<file path="src/hw/rtl/fbc_pkg.sv">
package fbc_pkg;

  // key loaded at reset and taken on restart until reconfigured
  localparam logic [31:0] KEY_RESET_VALUE = 32'hF69D_A025;

  // outcome of one cipher round
  typedef struct packed {
    logic [31:0] key;
    logic [7:0]  out_byte;
  } round_res_t;

endpackage

</file>
<file path="src/hw/rtl/fbc_in_if.sv">
interface fbc_in_if;
  logic       valid;
  logic       ready;
  logic [7:0] data_byte;
  logic       restart;
  logic       field_end;

  modport source (output valid, output data_byte, output restart, output field_end,
                  input ready);
  modport sink   (input valid, input data_byte, input restart, input field_end,
                  output ready);
endinterface

</file>
<file path="src/hw/rtl/fbc_out_if.sv">
interface fbc_out_if;
  logic       valid;
  logic       ready;
  logic [7:0] out_byte;
  logic       field_end_out;

  modport source (output valid, output out_byte, output field_end_out, input ready);
  modport sink   (input valid, input out_byte, input field_end_out, output ready);
endinterface

</file>
<file path="src/hw/rtl/fbc_round.sv">
module fbc_round
  import fbc_pkg::*;
(
  input  logic [31:0] key,
  input  logic [7:0]  data_byte,
  output round_res_t  res
);

  logic [15:0] x0;
  logic [15:0] y0;
  logic [31:0] prod;
  logic [15:0] x1;
  logic [7:0]  kbyte;
  logic [15:0] x2;
  logic [15:0] y2;

  // split key and multiply the halves
  assign x0   = key[31:16];
  assign y0   = key[15:0];
  assign prod = 32'(x0) * 32'(y0);

  // low half decremented, wraps at zero, mixed with high half
  assign x1    = (prod[15:0] - 16'd1) ^ prod[31:16];
  assign kbyte = x1[7:0];

  // feed the plain byte back into the key
  assign x2 = {x1[15:8], data_byte};
  assign y2 = x2 ^ {8'h00, kbyte};

  assign res.key      = {x2, y2};
  assign res.out_byte = y2[7:0];

endmodule

</file>
<file path="src/hw/rtl/feedback_byte_cipher_core.sv">
// Byte stream cipher with a 32-bit running key. One byte beat is accepted every
// clock unless the output stalls; each result goes through the input register,
// then the result register. The rate is set by the key feedback path: one
// 16x16 multiply, a decrement and a few xors from the key register back into itself,
// so every byte's key update completes in the cycle it leaves the input register. A
// beat with restart set starts from the configured initial key instead of the running
// key; the end marker is carried through untouched and does not affect the key. The
// key register and the configured initial key both come out of reset as 0xF69DA025,
// and a configuration write only takes effect at the next restart.
module feedback_byte_cipher_core
  import fbc_pkg::*;
(
  input  logic        clk,
  input  logic        rst_n,
  input  logic        cfg_we,
  input  logic [31:0] cfg_wdata,
  fbc_in_if.sink      in_bus,
  fbc_out_if.source   out_bus
);

  logic [31:0] cfg_key_r;
  logic [31:0] key_r;
  logic        s1_valid_r;
  logic [7:0]  s1_data_r;
  logic        s1_restart_r;
  logic        s1_end_r;
  logic        out_valid_r;
  logic [7:0]  out_byte_r;
  logic        out_end_r;

  logic        out_free;
  logic        s1_adv;
  logic [31:0] key_src;
  round_res_t  round_res;

  // handshake: result register frees up when empty or being taken
  assign out_free     = !out_valid_r || out_bus.ready;
  assign s1_adv       = s1_valid_r && out_free;
  assign in_bus.ready = !s1_valid_r || s1_adv;

  // configuration register
  always_ff @(posedge clk) begin
    if (!rst_n) begin
      cfg_key_r <= KEY_RESET_VALUE;
    end else if (cfg_we) begin
      cfg_key_r <= cfg_wdata;
    end
  end

  // input register
  always_ff @(posedge clk) begin
    if (!rst_n) begin
      s1_valid_r <= 1'b0;
    end else if (in_bus.ready) begin
      s1_valid_r <= in_bus.valid;
    end
  end

  always_ff @(posedge clk) begin
    if (in_bus.ready && in_bus.valid) begin
      s1_data_r    <= in_bus.data_byte;
      s1_restart_r <= in_bus.restart;
      s1_end_r     <= in_bus.field_end;
    end
  end

  // cipher round on the running or reloaded key
  assign key_src = s1_restart_r ? cfg_key_r : key_r;

  fbc_round u_round (
    .key       (key_src),
    .data_byte (s1_data_r),
    .res       (round_res)
  );

  // running key advances with each beat leaving the input register
  always_ff @(posedge clk) begin
    if (!rst_n) begin
      key_r <= KEY_RESET_VALUE;
    end else if (s1_adv) begin
      key_r <= round_res.key;
    end
  end

  // result register
  always_ff @(posedge clk) begin
    if (!rst_n) begin
      out_valid_r <= 1'b0;
    end else if (out_free) begin
      out_valid_r <= s1_valid_r;
    end
  end

  always_ff @(posedge clk) begin
    if (s1_adv) begin
      out_byte_r <= round_res.out_byte;
      out_end_r  <= s1_end_r;
    end
  end

  assign out_bus.valid         = out_valid_r;
  assign out_bus.out_byte      = out_byte_r;
  assign out_bus.field_end_out = out_end_r;

  // key only moves when a beat passes into the result register
  a_key_hold: assert property (@(posedge clk) disable iff (!rst_n)
    !s1_adv |=> $stable(key_r))
    else $error("running key changed without a beat advancing");

  // a stalled beat in the input register is kept intact
  a_s1_hold: assert property (@(posedge clk) disable iff (!rst_n)
    (s1_valid_r && !s1_adv) |=> (s1_valid_r && $stable(s1_data_r) && $stable(s1_end_r)))
    else $error("stalled input beat lost or altered");

  // a new result only appears after a beat advanced
  a_out_src: assert property (@(posedge clk) disable iff (!rst_n)
    $rose(out_valid_r) |-> $past(s1_adv))
    else $error("result valid without an advancing beat");

endmodule

</file>
<file path="src/flat_wrapper.sv">
// flat-port wrapper written by rule: the top's interface ports become plain ports
module feedback_byte_cipher_core_flat import fbc_pkg::*;
  (clk, rst_n, cfg_we, cfg_wdata, in_bus_valid, in_bus_data_byte, in_bus_restart, in_bus_field_end, in_bus_ready, out_bus_valid, out_bus_out_byte, out_bus_field_end_out, out_bus_ready);
  fbc_in_if in_bus_i ();
  fbc_out_if out_bus_i ();
  input  logic clk;
  input  logic rst_n;
  input  logic cfg_we;
  input  logic [31:0] cfg_wdata;
  input wire logic [$bits(in_bus_i.valid)-1:0] in_bus_valid;
  input wire logic [$bits(in_bus_i.data_byte)-1:0] in_bus_data_byte;
  input wire logic [$bits(in_bus_i.restart)-1:0] in_bus_restart;
  input wire logic [$bits(in_bus_i.field_end)-1:0] in_bus_field_end;
  output wire logic [$bits(in_bus_i.ready)-1:0] in_bus_ready;
  output wire logic [$bits(out_bus_i.valid)-1:0] out_bus_valid;
  output wire logic [$bits(out_bus_i.out_byte)-1:0] out_bus_out_byte;
  output wire logic [$bits(out_bus_i.field_end_out)-1:0] out_bus_field_end_out;
  input wire logic [$bits(out_bus_i.ready)-1:0] out_bus_ready;
  assign in_bus_i.valid = in_bus_valid;
  assign in_bus_i.data_byte = in_bus_data_byte;
  assign in_bus_i.restart = in_bus_restart;
  assign in_bus_i.field_end = in_bus_field_end;
  assign in_bus_ready = in_bus_i.ready;
  assign out_bus_valid = out_bus_i.valid;
  assign out_bus_out_byte = out_bus_i.out_byte;
  assign out_bus_field_end_out = out_bus_i.field_end_out;
  assign out_bus_i.ready = out_bus_ready;
  feedback_byte_cipher_core u_core (.clk(clk), .rst_n(rst_n), .cfg_we(cfg_we), .cfg_wdata(cfg_wdata), .in_bus(in_bus_i), .out_bus(out_bus_i));
endmodule
</file>
<file path="config.mk">
export PLATFORM = sky130hd
export DESIGN_NAME = feedback_byte_cipher_core_flat
export DESIGN_NICKNAME = d
export VERILOG_FILES = /design/src/hw/rtl/fbc_pkg.sv /design/src/hw/rtl/fbc_in_if.sv /design/src/hw/rtl/fbc_out_if.sv /design/src/hw/rtl/fbc_round.sv /design/src/hw/rtl/feedback_byte_cipher_core.sv /design/src/flat_wrapper.sv
export SDC_FILE = /design/constraint.sdc
export NUM_CORES = 1
export LEC_CHECK = 0
export ABC_AREA = 1
export BUFFER_PORTS_ARGS = -buffer_cell sky130_fd_sc_hd__buf_4
export CORE_MARGIN = 4
export CORE_UTILIZATION = 25
export CTS_BUF_LIST = sky130_fd_sc_hd__clkbuf_8 sky130_fd_sc_hd__clkbuf_16
export CTS_CLUSTER_DIAMETER = 120
export DETAILED_ROUTE_END_ITERATION = 10
export PLACE_DENSITY = 0.45
export SYNTH_ARGS = -nofsm -noshare
export SYNTH_HDL_FRONTEND = slang
export SYNTH_HIERARCHICAL = 1
export SYNTH_SLANG_ARGS = --single-unit
</file>
<file path="constraint.sdc">
create_clock -name clk -period 7.14 [get_ports clk]
set_input_delay 0.357 -clock clk [delete_from_list [all_inputs] [get_ports clk]]
set_output_delay 0.357 -clock clk [all_outputs]
set_load 0.02 [all_outputs]
</file>
* Word-level counts from Yosys, hierarchy flattened *
Cells that the tools add are included.

cells by class
  add/subtract/negate cells = 1
  $mul = 1
  div/mod/pow operators = 0
  magnitude comparators = 0
  eq/ne operators = 0
  shift operators = 0
  muxes and demuxes = 1
  bitwise logic cells = 2
  reductions and logical operators = 6

operator list
  cell                                                                  count
  16-bit by 16-bit multiplier with 32-bit output                        1
  32-bit two-way mux                                                    1
  16-bit by 1-bit subtractor with 16-bit output, second input constant  1
  16-bit bitwise XOR                                                    1
  16-bit by 8-bit bitwise XOR with 16-bit output                        1
  1-bit logical AND                                                     2
  1-bit logical NOT                                                     2
  1-bit logical OR                                                      2

storage, ports and cells
  bits in registers = 85
  latch bits = 0
  RAM bits = 0
  memory bits (read-only) = 0
  input bits = 47
  memories = 0

* Logic depth before layout (Yosys ltp) *
  depth after elaboration = 5
  gate-level depth with buffers = 38
  depth with buffers taken out = 34

* By module *
The synthesis kept the hierarchy.

modules (own cells, without submodules)
  module                     instances  cells an instance  area an instance (µm²)  seq. area each (µm²)
  fbc_round                  1          1449               10042.1                 0.0
  feedback_byte_cipher_core  1          382                3638.5                  1891.8

* Least setup slack after synthesis *
OpenSTA, ideal clock, no wires.

  path type = flip-flop to flip-flop
  start = register u_core.s1_restart_r
  end = register u_core.key_r[31]
  library setup time = 0.123 ns
  arrival time = 6.123 ns
  data required time = 7.017 ns
  setup slack = 0.894 ns
  cell stages (with the launch flop) = 32
  path buffers = 5
  cells stage by stage = edfxtp_1 -> buf_6 -> buf_6 -> mux2_4 -> clkbuf_1 -> clkbuf_1 -> nand2_1 -> fa_1 -> fa_1 -> inv_1 -> fa_1 -> fa_1 -> fa_1 -> inv_1 -> fa_1 -> inv_1 -> ha_1 -> nand2_1 -> inv_1 -> a21oi_1 -> nand3_1 -> nand2_1 -> nand2_2 -> nor2_1 -> nand3_1 -> nand2_1 -> nand2_1 -> nand2_1 -> nand2_1 -> buf_4 -> nand3_1 -> nand3_1

RTL lines
  element                 line                             RTL
  from (decl)             feedback_byte_cipher_core.sv:25  logic s1_restart_r;
  from (signal assigned)  feedback_byte_cipher_core.sv:62  s1_restart_r <= in_bus.restart;
  to (signal assigned)    feedback_byte_cipher_core.sv:81  key_r <= round_res.key;
  to (decl)               feedback_byte_cipher_core.sv:22  logic [31:0] key_r;

==> flow_summary.yaml <==
synth:
  synth_top_cell_area_share_pct: 28.4
  synth-seq-cells: 85
  synth_top_cell_by_area: "fa_1"
  syn_avg_cell_area_um2: 7.47
  synth_area_leaders: "fa_1 28%, nand2_1 13%, inv_1 12%"
  ys_warn_count: 6
  syn_nets: 2177
  yosysSeqAreaShare_pct: 13.8
  synth_cell_types: 36
  syn_area_mm2: 0.0137
  synth_cells: 1831
place:
  place.port_buffers: 57
  dp.cells: 2469
  gp_congestion: 0.899
  place_hpwl_mm: 31.5
timing:
  rsz0062_at_grt: "false"
  period_share_pct: 94.8
  worst_slew_pin_slew_ps: 1110
  period_minus_slack_ps: 6770
  finalMaxSlewViolations: 0
  setup-tns-final_ps: 0
  timing.hold.ws_ps: 190
  skew_ps: 9.69
  slew_headroom_pct: 26.2
  hold_violations: 0
  finalSetupViolCount: 0
  fmax_ghz: 0.148
worst_setup_path:
  cp_data_required_time_ps: 7370
  r2r_cells: 32
  r2r-start: "u_core/s1_restart_r$_DFFE_PP_"
  crit_start: "u_core/s1_restart_r$_DFFE_PP_"
  reg2reg_to: "u_core/key_r[12]$_SDFFE_PN0P_"
  slowest_stage: "fa_1"
  crit_fanout: 16
  arrival_ps: 7000
  cpMostUsedCell: "nand2_1"
  start_kind: "register"
  endpoint_kind: "register"
  r2r_setup_slack_ps: 370
  cp_slowest_stage_delay_ps: 530
  crit_type: "register to register"
cells_and_area:
  multi_input_area_mm2: 0.00954
  fillers: 5965
  final_nets: 2132
  drive_above_1_share_pct: 8.32
  syn_to_final_growth_pct: 7.80
  fin_cells: 2487
  diodes: 0
  register_area_mm2: 0.00189
  final_core_util_pct: 27.3
hold_path:
  hold_end: "u_core/s1_data_r[5]$_DFFE_PP_"
  hp-start: "in_bus_data_byte[5]"
  min_path_type: "primary input to register"
  min_path_cells: 1
die:
  die_width_um: 242
  start_util_pct: 25.3
  dieArea_mm2: 0.0585
  io_pins: 58
  die_y_um: 242
  fp-row-count: 85
  core_mm2: 0.0540
route:
  routedWlPerCell_um: 16.0
  drc: 0
  ant_nets: 0
  drt_first_pass_iters: 5
  vias: 10727
  drt-initial-drc-count: 628
  wl_mm: 39.7
  via_per_inst: 4.31
cts:
  clk_latency_ps: 340
  cts.sinks: 85
  holdBufCountCts: 0
  tritoncts: "done"
  htree_num_levels: 3
  root_buffer: "clkbuf_16"
  cts_buffers: 9
  clockBufferDepth: 2
  cts.reportedPaths.clkPinSlew_ps: 70
global_route:
  overflow: 0
  antenna_found_initial: 0
  grt_pass1_wl_mm: 63.4
  track_usage_pct: 13.5
  grt_pass1_vias: 11291
  grt_start_max_net_pins: 66
status:
  status: "completed"
job:
  maxCapViolations: 0
logic make-up (layout without fill, tap and decap cells):
| kind of cell | Yosys count | after routing | synth area share (%) |
|---|---|---|---|
| AND/OR/NAND/NOR | 740 | 740 | 22.5 |
| buffers and inverters | 556 | 516 | 16.6 |
| adder cells (fa/ha/maj) | 299 | 299 | 38.0 |
| flip-flops | 85 | 85 | 13.8 |
| AO/OA/AOI/OAI | 78 | 78 | 2.99 |
| XOR/XNOR | 41 | 41 | 2.62 |
| multiplexers | 32 | 32 | 3.46 |
Yosys cell counts, drive strengths merged:
library cell,n
nor3,5
buf,50
xnor2,14
mux2,32
or2,3
nor3b,1
clkbuf,67
nor4,1
nand3,115
o21bai,2
fa,194
a31oi,1
ha,105
xor2,27
a21oi,43
nand4,11
nor2,101
dfxtp,66
a21o,1
nand2,503
o21ai,30
edfxtp,19
a21boi,1
inv,439
what timing repair did:
item	CTS	global route
setup endpoints to repair	0	7
gates resized for setup	0	5
setup buffers	0	1
worst max-delay path by stage:
stage / endpoint / slack [ps] / cells after the start
after floorplan: u_core/key_r[31]$_SDFFE_PN1P_ / 890 / 31
after global placement: u_core/key_r[14]$_SDFFE_PN0P_ / 360 / 31
after detailed placement: u_core/key_r[12]$_SDFFE_PN0P_ / 360 / 29
after CTS: u_core/key_r[5]$_SDFFE_PN1P_ / 320 / 24
after global routing: u_core/key_r[12]$_SDFFE_PN0P_ / 5 / 31
final: u_core/key_r[12]$_SDFFE_PN0P_ / 370 / 32
area by class of cell:
type / instances / share of cell area [%]
Tap cell: 696 / 5.90
Clock buffer: 10 / 1.62
Clock inverter: 6 / 0.484
Multi-Input combinational cell: 1190 / 64.7
Sequential cell: 85 / 12.8
Timing Repair Buffer: 61 / 3.31
Inverter: 439 / 11.2
per-layer routing:
| layer | vias up | track usage, % | part of all wire (%) |
|---|---|---|---|
| li1 | 5259 | - | - |
| met1 | 5242 | 19.6 | 49 |
| met2 | 188 | 22.2 | 46 |
| met3 | 38 | 1.05 | 3.0 |
| met4 | 0 | 3.00 | 2.2 |
| met5 | - | 0 | 0 |
worst max-delay path, delay by kind of cell, from the launching register on:
kind,cells,cell delay (ps)
AO/OA/AOI/OAI,1,230
multiplexers,1,430
adder cells (fa/ha/maj),7,3350
AND/OR/NAND/NOR,14,1380
buffers and inverters,9,790
flip-flops,1,420
state kept, by name, summed over array words and instances (netlist names):
| signal | cells |
|---|---|
| u_core/out_bus.field_end_out | 1 |
| u_core/out_bus.valid | 1 |
| u_core/s1_end_r | 1 |
| u_core/key_r | 32 |
| u_core/s1_restart_r | 1 |
| u_core/s1_data_r | 8 |
| u_core/cfg_key_r | 32 |
| u_core/out_bus.out_byte | 8 |
| u_core/s1_valid_r | 1 |
stage by stage:
step / setup WS (ps) / instance area [um2]
floorplan: 894 / 13700
global placement: 363 / 14400
detailed placement: 360 / 14400
CTS: 319 / 14700
global route: 4.90 / 14700
finish: 370 / 14700
placed cells by master, fill, tap and decap left out, types with 2 or more instances in the layout:
cell type  instances
fa_1             194
o21ai_0           29
mux2_4            30
a21oi_1           38
nor3_1             5
dfxtp_1           65
xnor2_1           14
or2_1              2
nand4_1           11
ha_1             104
nand2_4            2
nor2_2             5
inv_2              4
nand2_1          492
xor2_1            27
nand3_1          103
buf_4             59
edfxtp_1          19
nand2_2            9
nand3_2           12
inv_1            436
mux2_2             2
a21oi_2            5
clkinv_4           2
clkbuf_16         10
o21bai_1           2
nor2_1            96
Power is not shown: default switching activity piles up to over one toggle a cycle in this logic, so the estimate is an artifact.
